===== config.mk =====
export PLATFORM = sky130hd
export DESIGN_NAME = des_round
export DESIGN_NICKNAME = d
export VERILOG_FILES = /design/src/hw/rtl/des_pkg.sv /design/src/hw/rtl/des_round.sv
export SDC_FILE = /design/constraint.sdc
export NUM_CORES = 1
export LEC_CHECK = 0
export BUFFER_PORTS_ARGS = -buffer_cell sky130_fd_sc_hd__buf_2
export CAP_MARGIN = 20
export CELL_PAD_IN_SITES_DETAIL_PLACEMENT = 0
export CELL_PAD_IN_SITES_GLOBAL_PLACEMENT = 1
export CORE_MARGIN = 2
export CORE_UTILIZATION = 42
export DETAILED_ROUTE_END_ITERATION = 7
export PLACE_DENSITY_LB_ADDON = 0.05
export SYNTH_ARGS = -nofsm -noshare
export SYNTH_HDL_FRONTEND = slang
export SYNTH_SLANG_ARGS = --single-unit

===== constraint.sdc =====
create_clock -name vclk -period 4.53
set_input_delay 0.2265 -clock vclk [all_inputs]
set_output_delay 0.2265 -clock vclk [all_outputs]
set_load 0.01 [all_outputs]

===== src/hw/rtl/des_pkg.sv =====
package des_pkg;

	localparam int unsigned Rounds = 16;
	localparam int unsigned HalfKeyBits = 28;
	localparam int unsigned SboxInBits = 6;
	localparam int unsigned HalfBlockBits = 32;
	localparam int unsigned SubkeyBits = 48;

	typedef logic [SubkeyBits-1:0] subkey_t;
	typedef logic [Rounds-1:0][SubkeyBits-1:0] subkey_set_t;

	localparam int unsigned TAB_IP [64] = '{
		58,50,42,34,26,18,10,2, 60,52,44,36,28,20,12,4,
		62,54,46,38,30,22,14,6, 64,56,48,40,32,24,16,8,
		57,49,41,33,25,17,9,1,  59,51,43,35,27,19,11,3,
		61,53,45,37,29,21,13,5, 63,55,47,39,31,23,15,7};

	localparam int unsigned TAB_FP [64] = '{
		40,8,48,16,56,24,64,32, 39,7,47,15,55,23,63,31,
		38,6,46,14,54,22,62,30, 37,5,45,13,53,21,61,29,
		36,4,44,12,52,20,60,28, 35,3,43,11,51,19,59,27,
		34,2,42,10,50,18,58,26, 33,1,41,9,49,17,57,25};

	localparam int unsigned TAB_EXP [48] = '{
		32,1,2,3,4,5, 4,5,6,7,8,9, 8,9,10,11,12,13, 12,13,14,15,16,17,
		16,17,18,19,20,21, 20,21,22,23,24,25, 24,25,26,27,28,29, 28,29,30,31,32,1};

	localparam int unsigned TAB_PERM [32] = '{
		16,7,20,21,29,12,28,17, 1,15,23,26,5,18,31,10,
		2,8,24,14,32,27,3,9,    19,13,30,6,22,11,4,25};

	localparam int unsigned TAB_PC1 [56] = '{
		57,49,41,33,25,17,9,  1,58,50,42,34,26,18,
		10,2,59,51,43,35,27,  19,11,3,60,52,44,36,
		63,55,47,39,31,23,15, 7,62,54,46,38,30,22,
		14,6,61,53,45,37,29,  21,13,5,28,20,12,4};

	localparam int unsigned TAB_PC2 [48] = '{
		14,17,11,24,1,5, 3,28,15,6,21,10, 23,19,12,4,26,8, 16,7,27,20,13,2,
		41,52,31,37,47,55, 30,40,51,45,33,48, 44,49,39,56,34,53, 46,42,50,36,29,32};

	localparam int unsigned TAB_ROT [16] = '{1,1,2,2,2,2,2,2,1,2,2,2,2,2,2,1};

	localparam logic [3:0] TAB_SBOX [8][64] = '{
		'{14,4,13,1,2,15,11,8,3,10,6,12,5,9,0,7, 0,15,7,4,14,2,13,1,10,6,12,11,9,5,3,8,
		  4,1,14,8,13,6,2,11,15,12,9,7,3,10,5,0, 15,12,8,2,4,9,1,7,5,11,3,14,10,0,6,13},
		'{15,1,8,14,6,11,3,4,9,7,2,13,12,0,5,10, 3,13,4,7,15,2,8,14,12,0,1,10,6,9,11,5,
		  0,14,7,11,10,4,13,1,5,8,12,6,9,3,2,15, 13,8,10,1,3,15,4,2,11,6,7,12,0,5,14,9},
		'{10,0,9,14,6,3,15,5,1,13,12,7,11,4,2,8, 13,7,0,9,3,4,6,10,2,8,5,14,12,11,15,1,
		  13,6,4,9,8,15,3,0,11,1,2,12,5,10,14,7, 1,10,13,0,6,9,8,7,4,15,14,3,11,5,2,12},
		'{7,13,14,3,0,6,9,10,1,2,8,5,11,12,4,15, 13,8,11,5,6,15,0,3,4,7,2,12,1,10,14,9,
		  10,6,9,0,12,11,7,13,15,1,3,14,5,2,8,4, 3,15,0,6,10,1,13,8,9,4,5,11,12,7,2,14},
		'{2,12,4,1,7,10,11,6,8,5,3,15,13,0,14,9, 14,11,2,12,4,7,13,1,5,0,15,10,3,9,8,6,
		  4,2,1,11,10,13,7,8,15,9,12,5,6,3,0,14, 11,8,12,7,1,14,2,13,6,15,0,9,10,4,5,3},
		'{12,1,10,15,9,2,6,8,0,13,3,4,14,7,5,11, 10,15,4,2,7,12,9,5,6,1,13,14,0,11,3,8,
		  9,14,15,5,2,8,12,3,7,0,4,10,1,13,11,6, 4,3,2,12,9,5,15,10,11,14,1,7,6,0,8,13},
		'{4,11,2,14,15,0,8,13,3,12,9,7,5,10,6,1, 13,0,11,7,4,9,1,10,14,3,5,12,2,15,8,6,
		  1,4,11,13,12,3,7,14,10,15,6,8,0,5,9,2, 6,11,13,8,1,4,10,7,9,5,0,15,14,2,3,12},
		'{13,2,8,4,6,15,11,1,10,9,3,14,5,0,12,7, 1,15,13,8,10,3,7,4,12,5,6,11,0,14,9,2,
		  7,11,4,1,9,12,14,2,0,6,10,13,15,3,5,8, 2,1,14,7,4,10,8,13,15,12,9,0,3,5,6,11}};

	// Bit positions in the tables count from 1 at the most significant bit.
	function automatic logic [63:0] perm_ip(input logic [63:0] x);
		logic [63:0] y;
		for (int i = 0; i < 64; i++) y[63-i] = x[64-TAB_IP[i]];
		return y;
	endfunction

	function automatic logic [63:0] perm_fp(input logic [63:0] x);
		logic [63:0] y;
		for (int i = 0; i < 64; i++) y[63-i] = x[64-TAB_FP[i]];
		return y;
	endfunction

	function automatic logic [47:0] expand(input logic [31:0] x);
		logic [47:0] y;
		for (int i = 0; i < 48; i++) y[47-i] = x[32-TAB_EXP[i]];
		return y;
	endfunction

	function automatic logic [31:0] perm_p(input logic [31:0] x);
		logic [31:0] y;
		for (int i = 0; i < 32; i++) y[31-i] = x[32-TAB_PERM[i]];
		return y;
	endfunction

	function automatic logic [55:0] perm_pc1(input logic [63:0] x);
		logic [55:0] y;
		for (int i = 0; i < 56; i++) y[55-i] = x[64-TAB_PC1[i]];
		return y;
	endfunction

	function automatic logic [47:0] perm_pc2(input logic [55:0] x);
		logic [47:0] y;
		for (int i = 0; i < 48; i++) y[47-i] = x[56-TAB_PC2[i]];
		return y;
	endfunction

endpackage


===== src/hw/rtl/des_round.sv =====
module des_round import des_pkg::*; (
	input  logic [31:0] l_in,
	input  logic [31:0] r_in,
	input  subkey_t     subkey,
	output logic [31:0] l_out,
	output logic [31:0] r_out
);

	logic [47:0] e;
	logic [31:0] s;

	assign e = expand(r_in) ^ subkey;

	always_comb begin
		logic [5:0] six;
		for (int b = 0; b < 8; b++) begin
			six = e[47-SboxInBits*b -: SboxInBits];
			s[31-4*b -: 4] = TAB_SBOX[b][{six[5], six[0], six[4:1]}];
		end
	end

	assign l_out = r_in;
	assign r_out = l_in ^ perm_p(s);

endmodule


==> summary.md, run 1 <==
| Metric | Value |
|---|---|
| Synthesized Nets | `918` |
| Layout Nets | `between 1,000 and 1,500` |
| Max Cap Viol | `0` |
| Drt drc | `0` |
| Proportion of synthesized area in mux cells | `0.1738` |
| Final Critical Period | `around 3 ns` |
| CP Class | `in -> out` |
| Slew @ Worst Pin | `1.059 ns` |
| Power density over cell area | `between 200 and 250 mW/mm^2` |
| Hold/Removal Path Class | `in -> out` |
| Placed cell count | `1,049` |
| GR Util met1 | `0.2637` |
| # IOs | `between 150 and 200` |
| WL per Instance | `approximately 14 um` |
| Syn Area/Cell | `~7.5 um^2` |
| Req. time, crit path | `between 4 and 5 ns` |
| Ys Warns | `0` |
| Post-synth top area share | `0.1382` |
| Area occupied by registers | `0 um^2` |
| Post_cts resized | `0` |
| WP data arrival | `about 2.9 ns` |
| Fin crit share | `0.6786` |
| Share of cells above drive strength 1 | `0.2658` |
| Setup Fix Bufs, Post-CTS | `0` |
| Drt first pass iters | `6` |
| GRT Residual Overflow | `0` |
| Adder-cell share of the synthesized area | `0.1382` |
| Most common cell on crit path | `buf_2` |
| Largest net degree at the start of global routing | `20` |
| Final HPWL DP | `about 12 mm` |
| Slew margin rel. | `0.2888` |
| Complex-gate fraction of the synthesized area | `0.2469` |
| # hold bufs at CTS | `0` |
| Post-route insts no fill | `about 1,100` |
| Seq cells | `0` |
| Yosys cell types | `55` |
| Main combinational cell family by area after synthesis | `compound AO/OA/AOI/OAI gates` |
| Final Max Tran Viols | `0` |
| Synth-to-Final Area Change | `15.53%` |
| Via count | `between 5,000 and 6,000` |
| Final setup fails | `0` |
| Die Height | `approximately 120 um` |
| Core area | `roughly 0.013 mm^2` |
| Met3 Use GR | `0.009506` |
| Crit Path Max Fanout | `12` |
| Max Clk Rate | `about 0.33 GHz` |
| Critical path cell sequence | `buf_2, xor2_1, inv_1, ha_1, a221oi_1, o32ai_1, a311oi_1, xnor2_1, buf_2` |
| CP Launch Type | `input port` |
| Busiest grt layer | `met2` |
| Initial antenna violation count | `1` |
| Cell area after synthesis | `approximately 0.0056 mm^2` |
| Instance count of the mapped netlist | `approximately 740` |
| Max VDD drop | `about 0.094 mV` |
| Crit path from | `subkey[44]` |
| CP Buf/Inv Count | `3` |
| Post-Synth Simple-Gate Area | `0.1335` |
| RSZ-0062 raised after global routing | `false` |
| Post-DRT Antenna Nets | `0` |
| Hold Vio Cnt, Final | `0` |
| Initial DRC Count | `666` |
| Vias in the first global route | `between 5,000 and 6,000` |
| Endpoint class of the critical path | `output port` |
| Die Width | `119.6 um` |
| Critical Path Max Stage Delay | `roughly 0.74 ns` |
| Die Area | `approximately 0.014 mm^2` |
| First-pass GRT wire length | `approximately 25 mm` |
| XOR/XNOR Fraction of Synth Area | `0.2122` |
| Fin area | `0.006486 mm^2` |
| DP Area | `0.006484 mm^2` |
| Row cnt | `42` |
| Met2 Use GR | `0.3550` |
| Hold Crit Start | `r_in[13]` |
| # clk buffers | `0` |
| Initial core utilization | `0.4273` |
| Port bufs | `176` |
| Outcome | `completed` |
| Register area share after synthesis | `0` |
| Post-Route WL | `approximately 15 mm` |
| Vias/cell | `5.616` |
| Share of the core filled with cells | `0.4937` |
| Synth area leaders | `ha_1, xnor2_1, mux4_2` |
| Slowest cell on the critical path | `xor2_1` |
| Yosys top cell by area | `ha_1` |
| Routability congestion estimate | `around 0.9` |
| Leakage | `~2.9 nW` |
| Tot Pwr | `roughly 1.3 mW` |
| Setup_tns | `0 ns` |
| GRT Util Overall | `0.1972` |
| Top delay family on crit path | `XOR/XNOR gates` |
==> layout make-up <==
cell class / instances / area [um^2]
Timing Repair Buffer: 197 / 1039
Fill cell: 1337 / 6651
Antenna cell: 1 / 2.502
Tap cell: 176 / 220.2
Multi-Input combinational cell: 637 / 5079
Inverter: 39 / 146.4
==> Yosys cell counts, types with 3 or more instances <==
cell	count
nand2_1	75
xnor2_1	72
ha_1	62
xor2_1	51
nor2_1	48
a21oi_1	43
inv_1	37
mux2i_1	36
o21ai_0	35
buf_4	32
clkbuf_1	25
mux4_2	24
a211oi_1	22
nor3_1	22
o211ai_1	21
nand3_1	18
a31oi_1	15
buf_2	11
a311oi_1	7
o2111ai_1	7
o22ai_1	7
a221oi_1	6
o221ai_1	6
xor2_2	6
o32ai_1	5
a2111oi_0	4
nand2b_1	4
o31ai_1	4
o311ai_0	3
or3_1	3
==> cell families after synthesis <==
family                     Yosys count
xor gates and xnor gates           130
adders and majority gates           62
and+or+nand+nor                    177
AOI/OAI and AO/OA                  204
muxes                               64
buffers and inverters              107
==> power breakdown <==
group / switching (mW) / internal, mW / leakage (nW) / total, mW
registers: 0 / 0 / 0 / 0
logic: 0.746 / 0.585 / 2.87 / 1.33
clock network: 0 / 0.0000000295 / 0.00000634 / 0.0000000295
total: 0.746 / 0.585 / 2.87 / 1.33
==> through the flow <==
step | hold slack [ns] | setup slack (ns)
after floorplan | 0.5331 | 1.922
after CTS | 0.6651 | 1.469
final | 0.6618 | 1.456
after global routing | 0.6746 | 1.267
after global placement | 0.6630 | 1.485
after detailed placement | 0.6651 | 1.466
==> cells in the final DEF (no fill, tap or decap), drive strengths merged, types with 3 or more instances in the layout <==
cell     synthesis  routed
o2111ai          7       7
a21oi           43      43
a211oi          22      22
nand2b           4       4
a221oi           6       6
xor2            57      57
o22ai            7       7
a31oi           15      15
nor3            22      22
o32ai            5       5
a311oi           7       7
ha              62      62
o221ai           6       6
o311ai           3       3
mux4            26      26
nor2            48      48
mux2i           36      36
nand2           75      75
inv             38      38
o31ai            4       4
nand3           18      18
xnor2           73      73
or3              3       3
o211ai          21      21
a2111oi          4       4
o21ai           35      35
buf             43     197
==> layer usage <==
layer | share of wire | routed length, um
met4 | 0.013 | 193
met5 | 0 | 0
met1 | 0.45 | 6816
met3 | 0.050 | 758
met2 | 0.49 | 7369
==> path summary, 6_finish.rpt <==
check	slack (ns)	depth (start not counted)	to
worst min-delay path	0.66	2	l_out[13]
worst max-delay path	1.46	9	r_out[15]
Power figures use the tool's default switching activity.
==> run 2: changes to the inputs <==
ABC_AREA = 1   (was unset)
CORE_UTILIZATION = 32   (was 42)
clock period = 2.5 ns   (was 4.53 ns; I/O delays follow)
==> summary.md, run 2 <==
| Metric | Value |
|---|---|
| Outcome | `completed` |
| Die Height | `142.6 um (+19%)` |
| Hold/Removal Path Class | `in -> out` |
| Req. time, crit path | `2.38 ns (-1.92 ns)` |
| RSZ-0062 raised after global routing | `false` |
| Hold Path Stages | `2 (unchanged)` |
| Via count | `7,914 (+34%)` |
| Hold Vio Cnt, Final | `0 (unchanged)` |
| Final Critical Period | `between 2 and 2.5 ns` |
| Fin crit share | `0.8068` |
| Leakage | `4.487 nW (+56%)` |
| Final setup fails | `0 (unchanged)` |
| Synth area leaders | `nand2_1, nand3_1, ha_1` |
| WL per Instance | `11.49 um (-20%)` |
| Yosys top cell by area | `nand2_1` |
| First-pass GRT wire length | `31.34 mm (+26%)` |
| Die Width | `142.6 um (+19%)` |
| Cell area after synthesis | `0.006148 mm^2 (+9.5%)` |
| Hold Crit Start | `r_in[17]` |
| Post-route insts no fill | `1,628 (+55%)` |
| Power density over cell area | `282.0 mW/mm^2 (+37%)` |
| Instance count of the mapped netlist | `1,254 (+69%)` |
| Core area | `0.01877 mm^2 (+43%)` |
| Share of the core filled with cells | `0.3785 (-0.1152)` |
| CP Class | `in -> out` |
| Area occupied by registers | `0 um^2 (unchanged)` |
| Max Clk Rate | `about 0.50 GHz` |
| # IOs | `176 (unchanged)` |
| Final hold slack | `0.4680 ns (-0.1938 ns)` |
| Drt first pass iters | `6 (unchanged)` |
| Layout filler cell count | `2,176 (+63%)` |
| Placed cell count | `1,627 (+55%)` |
| Synth-to-Final Area Change | `15.53% (about the same)` |
| Setup_tns | `0 ns (unchanged)` |
| # clk buffers | `0 (unchanged)` |
| Vias in the first global route | `6,864 (+25%)` |
| Ys Warns | `0 (unchanged)` |
| Die Area | `0.02034 mm^2 (+42%)` |
| Vias/cell | `4.861 (-13%)` |
| Crit Path Max Fanout | `7 (-5)` |
| Final Max Tran Viols | `0 (unchanged)` |
| Port bufs | `176 (unchanged)` |
| Layout Nets | `1,569 (+50%)` |
| CP Launch Type | `input port` |
| Share of cells above drive strength 1 | `0.1522 (-0.1136)` |
| Max VDD drop | `0.1083 mV (+16%)` |
| Post-Route WL | `18.70 mm (+24%)` |
| Initial core utilization | `0.3276 (-0.09973)` |
| Yosys cell types | `23 (-58%)` |
| Slew @ Worst Pin | `1.026 ns (-0.03364 ns)` |
| Seq cells | `0 (unchanged)` |
| Post-DRT Antenna Nets | `0 (unchanged)` |
| WHS Endpoint | `l_out[17]` |
| Routability congestion estimate | `0.8994 (-0.45%)` |
| Setup Fix Bufs, Post-CTS | `0 (unchanged)` |
| WP data arrival | `1.89 ns (-0.96 ns)` |
| Initial DRC Count | `343 (-48%)` |
| GRT Util Overall | `0.1781 (-0.01913)` |
| Syn Area/Cell | `4.903 um^2 (-35%)` |
| Synthesized Nets | `1,428 (+56%)` |
| Final HPWL DP | `15.46 mm (+32%)` |
| Most frequent cell after synthesis | `nand2_1` |
| Slew margin rel. | `0.3114 (+0.02259)` |
| Drt drc | `0 (unchanged)` |
| Endpoint class of the critical path | `output port` |
| Commonest cells after routing, fill and taps aside | `nand2_1, nand3_1, buf_2, inv_1, ha_1` |
| Top cells by count, synth | `nand2_1, nand3_1, inv_1, ha_1, buf_4` |
| Largest net degree at the start of global routing | `20 (unchanged)` |
| Post_cts resized | `0 (unchanged)` |
| Register area share after synthesis | `0 (unchanged)` |
| Post-synth top area share | `0.3810 (+0.2428)` |
| Most common cell after layout, fill and taps aside | `nand2_1` |
| Area of the multi-input gates | `0.005248 mm^2 (+3.3%)` |
| Max Cap Viol | `0 (unchanged)` |
| GRT Residual Overflow | `0 (unchanged)` |
| # hold bufs at CTS | `0 (unchanged)` |
| Initial antenna violation count | `0 (-1)` |
| Row cnt | `50 (+19%)` |
## run 2: cell types whose count changed after synthesis, sizes merged, moves of 19 or more
cell | previous run | this run
nand2 | 75 | 625
nand3 | 18 | 287
inv | 38 | 135
xnor2 | 73 | 25
xor2 | 57 | 11
a21oi | 43 | 4
nor2 | 48 | 9
mux2i | 36 | 0
mux4 | 26 | 0
clkbuf | 25 | 1
a211oi | 22 | 0
nor3 | 22 | 0
o21ai | 35 | 13
o211ai | 21 | 2
## run 2: cell families after synthesis
family                     after synthesis  share of synthesized area
adders and majority gates               62                     0.1262
and+or+nand+nor                        940                     0.6463
AOI/OAI and AO/OA                       20                    0.01750
buffers and inverters                  196                     0.1465
xor gates and xnor gates                36                    0.06349
## run 2: final cells by class
cell class / count / share of cell area
Multi-Input combinational cell: 1058 / 0.7388
Tap cell: 234 / 0.04122
Inverter: 137 / 0.07240
Antenna cell: 1 / 0.0003523
Timing Repair Buffer: 198 / 0.1473
## run 2: routing by layer
| metal | wire length, um | GRT usage | share of wire | up-vias |
|---|---|---|---|---|
| met5 | 0 | 0 | 0 | - |
| met4 | 210 | 0.01824 | 0.011 | 0 |
| met3 | 879 | 0.003689 | 0.047 | 18 |
| met2 | 8744 | 0.3186 | 0.47 | 248 |
| met1 | 8866 | 0.2474 | 0.47 | 3438 |
| li1 | - | - | - | 4210 |
## run 2: critical path, stage by stage
cell	delay [ns]
buf_2	0.14
inv_1	0.06
nand2_1	0.05
nand2_1	0.16
ha_1	0.41
inv_1	0.10
nand2_1	0.15
nand2_1	0.11
nand2_1	0.07
nand3_1	0.11
nand2_1	0.06
nand2_1	0.08
nand2_1	0.06
nand2_1	0.05
nand2_1	0.04
buf_2	0.13
## run 2: how the worst max path moves through the flow
stage	from	endpoint
floorplan	r_in[9]	r_out[3]
global placement	r_in[12]	r_out[29]
detailed placement	r_in[12]	r_out[18]
CTS	r_in[12]	r_out[18]
global route	r_in[12]	r_out[18]
finish	r_in[12]	r_out[18]
## run 2: power by group
part,internal (mW),switching [mW],total [mW]
Clock,0.0000000539,0,0.0000000539
Combinational,0.734,1.27,2.00
Sequential,0,0,0
Total,0.734,1.27,2.00
## run 2: metrics by stage
step	power, mW	cell area (um^2)	worst slack (ns)
2_1_floorplan	1.437	6148	0.8766
3_3_place_gp	2.023	7101	0.4465
3_5_place_dp	2.002	7101	0.4846
4_1_cts	2.011	7101	0.4827
5_1_grt	2.296	7101	0.1897
6_report	2.003	7103	0.4831
